<file path="config.mk">
export PLATFORM = sky130hd
export DESIGN_NAME = prtv_sqrt
export DESIGN_NICKNAME = d
export VERILOG_FILES = /design/src/prtv_sqrt.sv
export SDC_FILE = /design/constraint.sdc
export NUM_CORES = 2
export LEC_CHECK = 0
export ABC_CLOCK_PERIOD_IN_PS = 4500
export BUFFER_PORTS_ARGS = -buffer_cell sky130_fd_sc_hd__buf_2
export CAP_MARGIN = 15
export CELL_PAD_IN_SITES_DETAIL_PLACEMENT = 0
export CELL_PAD_IN_SITES_GLOBAL_PLACEMENT = 1
export CORE_MARGIN = 2
export CORE_UTILIZATION = 40
export DETAILED_ROUTE_END_ITERATION = 8
export PLACE_DENSITY = 0.62
export SETUP_SLACK_MARGIN = 0.1
export SYNTH_ARGS = -nofsm -noshare
export SYNTH_HDL_FRONTEND = slang
export SYNTH_MEMORY_MAX_BITS = 65536
export SYNTH_SLANG_ARGS = --single-unit
</file>
<file path="constraint.sdc">
create_clock -name clk_i -period 4.5 [get_ports clk_i]
set_input_delay 0 -clock clk_i [delete_from_list [all_inputs] [get_ports clk_i]]
set_output_delay 0 -clock clk_i [all_outputs]
set_load 0.05 [all_outputs]
</file>
<file path="src/prtv_sqrt.sv">
// Pipelined floor square root, one root bit per register stage, with sideband.
// No dependencies.
module prtv_sqrt #(
  parameter int unsigned ROOT_W = 33,
  parameter int unsigned SIDE_W = 8
) (
  input  logic                  clk_i,
  input  logic                  rst_ni,
  input  logic                  valid_i,
  input  logic [2*ROOT_W-1:0]   rad_i,
  input  logic [SIDE_W-1:0]     side_i,
  output logic                  valid_o,
  output logic [ROOT_W-1:0]     root_o,
  output logic [SIDE_W-1:0]     side_o
);

  localparam int unsigned RW = ROOT_W + 2;

  logic [ROOT_W-1:0]   vld_q;
  logic [RW-1:0]       rem_q  [ROOT_W];
  logic [ROOT_W-1:0]   root_q [ROOT_W];
  logic [2*ROOT_W-1:0] rad_q  [ROOT_W];
  logic [SIDE_W-1:0]   side_q [ROOT_W];

  for (genvar s = 0; s < ROOT_W; s++) begin : g_stage
    logic                cur_vld;
    logic [RW-1:0]       cur_rem;
    logic [ROOT_W-1:0]   cur_root;
    logic [2*ROOT_W-1:0] cur_rad;
    logic [SIDE_W-1:0]   cur_side;
    logic [RW+1:0]       trial, cand;

    if (s == 0) begin : g_first
      assign cur_vld  = valid_i;
      assign cur_rem  = '0;
      assign cur_root = '0;
      assign cur_rad  = rad_i;
      assign cur_side = side_i;
    end else begin : g_next
      assign cur_vld  = vld_q[s-1];
      assign cur_rem  = rem_q[s-1];
      assign cur_root = root_q[s-1];
      assign cur_rad  = rad_q[s-1];
      assign cur_side = side_q[s-1];
    end

    // bring down two radicand bits, try root*4+1
    assign trial = {cur_rem, cur_rad[2*ROOT_W-1 -: 2]};
    assign cand  = {2'b00, cur_root, 2'b01};

    always_ff @(posedge clk_i or negedge rst_ni) begin
      if (!rst_ni) begin
        vld_q[s] <= 1'b0;
      end else begin
        vld_q[s] <= cur_vld;
      end
    end

    always_ff @(posedge clk_i) begin
      if (trial >= cand) begin
        rem_q[s]  <= RW'(trial - cand);
        root_q[s] <= {cur_root[ROOT_W-2:0], 1'b1};
      end else begin
        rem_q[s]  <= RW'(trial);
        root_q[s] <= {cur_root[ROOT_W-2:0], 1'b0};
      end
      rad_q[s]  <= {cur_rad[2*ROOT_W-3:0], 2'b00};
      side_q[s] <= cur_side;
    end
  end

  assign valid_o = vld_q[ROOT_W-1];
  assign root_o  = root_q[ROOT_W-1];
  assign side_o  = side_q[ROOT_W-1];

endmodule

</file>
== After elaboration in Yosys (flattened, before gate mapping) ==
Memories as Yosys holds them, arrays and structs flattened.
Index checks and enable logic that the tools add are counted.

* Shift-type cells: 0
* Bitwise logic cells: 66
* $lt $le $gt $ge: 33
* Reduce and logical (&&, ||, !) cells: 0
* Multipliers: 0
* Add/subtract/negate cells: 33
* Equality and inequality tests: 0
* Div/mod/pow operators: 0
* Multiplexer cells: 165

{| class="wikitable"
|+ Operators by type and width
! cell !! count
|-
| $ge 37x35->1 || 32
|-
| $mux 35 || 33
|-
| $sub 35x35->35 || 32
|-
| $mux 33 || 33
|-
| $mux 1 || 99
|-
| $or 1x1->1 || 66
|-
| $sub 2x1->3 const B || 1
|-
| $ge 2x1->1 const B || 1
|}

* Input port bits: 77
* Bits in latches: 0
* Memories kept: 4
* RAM bits: 4620
* Memory bits (read-only): 0
* Register bits after elaboration: 33
* Word-level logic and storage cells: 334

{| class="wikitable"
|+ Memory list
! memory !! depth !! width !! rd ports !! clocked after memory_dff !! write ports !! RTL line !! RTL
|-
| rad_q || 33 || 64 || 32 || 0 || 33 || 22 || <nowiki>logic [2*ROOT_W-1:0] rad_q [ROOT_W];</nowiki>
|-
| rem_q || 33 || 35 || 32 || 0 || 33 || 20 || <nowiki>logic [RW-1:0] rem_q [ROOT_W];</nowiki>
|-
| root_q || 33 || 33 || 33 || 0 || 33 || 21 || <nowiki>logic [ROOT_W-1:0] root_q [ROOT_W];</nowiki>
|-
| side_q || 33 || 8 || 33 || 0 || 33 || 23 || <nowiki>logic [SIDE_W-1:0] side_q [ROOT_W];</nowiki>
|}

== Longest topological paths before layout ==
An unclocked memory read counts as a cell.

* Depth in word-level cells: 5
* Depth in mapped cells: 15
* Depth with buffers taken out: 14

== Least setup slack after synthesis ==
Ideal clock, no wire load.

* Path kind: flip-flop to flip-flop
* Start: memory root_q[14][4]
* End: memory rem_q[15][12] in the netlist's numbering
* Arrival: 3.102 ns
* Setup slack: 1.276 ns
* Stages on the path, launching flop included: 13
* Path buffers: 2
* Path through: dfxtp_1 > inv_1 > ha_1 > a21o_1 > a211o_1 > a221oi_1 > o21ai_1 > a211oi_1 > o21ai_1 > or4_1 > buf_2 > buf_6 > mux2_4

{| class="wikitable"
|+ RTL lines
! item !! RTL line
|-
| start: declaration || 21
|-
| end: declaration || 20
|}

==> metrics.md <==
| Metric | Value |
|---|---|
| Highest attainable clock frequency | `251 MHz` |
| Via count of the first global-routing pass | `68,490` |
| Cell chain of the critical path | `inv_1 -> ha_1 -> a21o_1 -> a211o_1 -> a221oi_1 -> o21ai_1 -> a211oi_1 -> o21ai_1 -> or4_1 -> nor3b_1 -> xor2_1` |
| Summed instance area of the synthesized netlist | `104,000 um2` |
| TritonCTS clock tree | `done` |
| Total clock buffers created by CTS | `321` |
| Maximum buffer depth of the clock tree | `4` |
| Number of vias after detailed routing | `67,770` |
| Top cells by area, synth | `dfxtp_1 (57%), ha_1 (7.2%), xnor2_1 (3.9%)` |
| Flip-flop and latch count after synthesis | `2,981` |
| Endpoint class of the critical path | `flop` |
| Proportion of layout cells with a drive suffix above 1 | `0.0803` |
| Setup repair after global routing missed its margin | `false` |
| Endpoint of the worst setup timing path | `rem_q[15][17]` |
| Number of DRC violations after detailed routing | `0` |
| Number of inserted filler cells in the final layout | `23,783` |
| Post-route minimum period | `3.99 ns` |
| # Max-Cap Violations | `0` |
| Post-placement cell area | `108,000 um2` |
| Setup clock skew after layout | `0.0675 ns` |
| CTS clock-pin slew for the worst setup and hold paths | `0.06 ns` |
| Antenna-violating nets left | `0` |
| Clock network latency to the later pin of the worst-skew pair | `0.87 ns` |
| Worst-case headroom to the max-slew limit | `0.295` |
| Most prevalent standard cell on the critical path | `o21ai_1` |
| R2r setup slk | `0.51 ns` |
| Class of the tightest hold or removal check | `in -> async` |
| Delay of the slowest critical-path stage | `0.82 ns` |
| Leakage Power | `56.1 nW` |
| Avg Cell Area, Syn | `10.5 um2` |
| Worst flop-to-flop path startpoint | `root_q[14][4]` |
| Number of enable flip-flop cells after synthesis | `0` |
| Core Util, Final | `0.471` |
| Drt pass-1 iters | `8` |
| Share of synthesized area occupied by flip-flops and latches | `0.577` |
| Run status | `finished, final reports clean` |
| Maximum number of pins on one net before global-route repair | `61` |
| End of the worst register-to-register path | `rem_q[15][17]` |
| Gp weighted congestion | `0.854` |
| Critical path origin | `root_q[14][4]` |
| Full die area | `263,000 um2` |
| Initial Utilization | `0.403` |
| Worst supply voltage drop on vdd | `0.000333 V` |
| Wire length of the first global-routing pass | `367,000 um` |
| Total global routing overflow | `0` |
| Clock Sink Count | `2,981` |
| Nets | `11,041` |
| Antenna violations before repair | `3` |
| Final worst path period share | `0.886` |
| Syn. warnings | `0` |
| Max-slew violation count | `0` |
| Net count after synthesis | `10,572` |
| Aggregate global-route resource usage | `0.170` |
| Routed wire per std cell | `16.2 um` |
| Final HPWL from detailed placement | `169,000 um` |
| Number of placement rows | `186` |
| Post-DR vias/cell | `4.84` |
| Number of different library cells in the post-synthesis netlist | `101` |
| Final routed wirelength across all metal layers | `227,000 um` |
| Kind of critical path | `reg -> reg` |
| P per Cell Area | `578 nW/um2` |
| Top-level I/O count | `119` |
| Setup-violating endpoint count in the final report | `0` |
| Most frequent cells in the layout | `dfxtp_1 (2,948), inv_1 (747), nand2_1 (699)` |
| Highest net fanout along the worst path | `21` |
| Slew of the pin with the lowest slew margin | `1.03 ns` |
| Overall die width | `513 um` |
| Most common cell after layout, fill and taps aside | `dfxtp_1` |
| Core area | `257,000 um2` |
| Area fraction of the dominant cell type after synthesis | `0.569` |
| Top delay family on crit path | `compound AO/OA/AOI/OAI gates` |
| Data required time at the worst endpoint | `5.22 ns` |
| Crit start category | `flop` |
| Cell area after layout | `121,000 um2` |
| Post-synthesis to final-layout area growth | `16.9%` |
| Slowest cell on crit path | `or4_1` |
| Iter 0 DRT Violations | `3,271` |
| Synth area leader | `dfxtp_1` |
| Signal arrival time at the worst endpoint | `4.71 ns` |
| H-tree level count | `5` |
| Syn Inst Count | `9,899` |
| Worst r2r path cells | `11` |
| Clock Tree Root | `clkbuf_16` |
| Number of I/O port buffers | `118` |
| Top FF cell, synth | `dfxtp_1` |
| WP buf/inv | `1` |
| Fraction of registers with async set or reset after synthesis | `0.0111` |
| Chip Height | `513 um` |
| Setup TNS after final layout | `0 ns` |
| Final count of hold timing violations | `0` |
| Levels on crit path | `11` |
worst min path at each step:
stage	to	from	cells after the start
finish	g_stage[32].cur_vld	rst_ni	4
global route	g_stage[25].cur_vld	rst_ni	4
CTS	valid_o	rst_ni	4
detailed placement	valid_o	rst_ni	1
global placement	valid_o	rst_ni	1
floorplan	g_stage[10].cur_vld	rst_ni	0
sequential cells by signal (all words and copies together), names as in the netlist:
register / cells
g_stage.cur_vld: 32
valid_o: 1
side_q: 264
rem_q: 1067
rad_q: 1056
root_q: 561
kinds of logic (layout without fill, tap and decap cells):
| family | count (synthesis) | in the layout | share of synthesized area |
|---|---|---|---|
| mux | 81 | 81 | 0.00866 |
| xor+xnor | 896 | 896 | 0.0757 |
| flops | 2981 | 2981 | 0.577 |
| buf+inv | 931 | 1655 | 0.0341 |
| simple gates | 2501 | 2501 | 0.119 |
| fa+ha+maj | 596 | 596 | 0.0719 |
| other cells | 1 | 6 | 0.0000362 |
| compound gates | 1912 | 1912 | 0.113 |
report_power, final:
| group | leakage [nW] | switching, W | internal (W) |
|---|---|---|---|
| clock network | 5.52 | 0.0108 | 0.0167 |
| logic | 25.5 | 0.00497 | 0.00415 |
| registers | 25.1 | 0.00309 | 0.0303 |
| total | 56.1 | 0.0188 | 0.0512 |
through the flow:
stage | std cells | setup slack [ns] | total power [W] | hold WS (ns)
after floorplan | 9899 | 1.28 | 0.0398 | -0.296
after global placement | 13275 | 0.553 | 0.0430 | 0.0510
after detailed placement | 13275 | 0.492 | 0.0430 | 0.0781
after CTS | 14007 | 0.489 | 0.0711 | 0.114
after global routing | 14009 | 0.208 | 0.0736 | 0.226
final | 14012 | 0.511 | 0.0700 | 0.213
layer usage:
metal,vias up,track usage,routed length [um]
met5,-,0,0
met2,977,0.294,108000
met3,447,0.0216,6540
met1,31703,0.217,105000
met4,0,0.0615,8000
li1,34643,-,-
synthesized netlist by cell type (all sizes together) (13+ instances only):
cell,number
nor3b,28
xnor2,464
clkbuf,132
nand2,699
a21o,246
or4,74
dfrtp,33
nor2,592
and4,19
nand3b,25
or2,43
or3,80
buf,46
xor2,432
o31ai,56
o21bai,49
and3,61
nor4,141
nor2b,84
nand4,97
nand2b,120
o21a,99
a211oi,41
a21oi,630
mux2,64
a211o,17
and2,31
ha,596
mux2i,17
o21ai,505
o211ai,23
a2111oi,16
nand3,151
a31o,13
nor3,222
inv,753
dfxtp,2948
a31oi,49
a21boi,24
worst register-to-register path: cells and delay by family, from the launching register on:
kind	cells	cell delay (ns)
adder cells (fa/ha/maj)	1	0.33
XOR/XNOR	1	0.16
AO/OA/AOI/OAI	6	1.84
flip-flops	1	0.34
buffers and inverters	1	0.05
AND/OR/NAND/NOR	2	1.15
layout make-up:
class / count / area, um2 / area share
flip-flops and latches: 2981 / 59800 / 0.494
multi-input cells: 5987 / 40400 / 0.333
clock buffers: 443 / 9280 / 0.0765
well taps: 3384 / 4230 / 0.0349
inverters: 753 / 2830 / 0.0233
repair buffers: 324 / 2590 / 0.0214
clock inverters: 135 / 2040 / 0.0169
diodes: 5 / 12.5 / 0.000103
timing repair:
item	CTS	global route
endpoints found under the setup margin	0	0
gates resized for setup	0	0
buffers inserted	0	0
hold endpoints to repair	109	0
hold buffers	154	0
No activity file was read; power rests on OpenSTA's default activity.
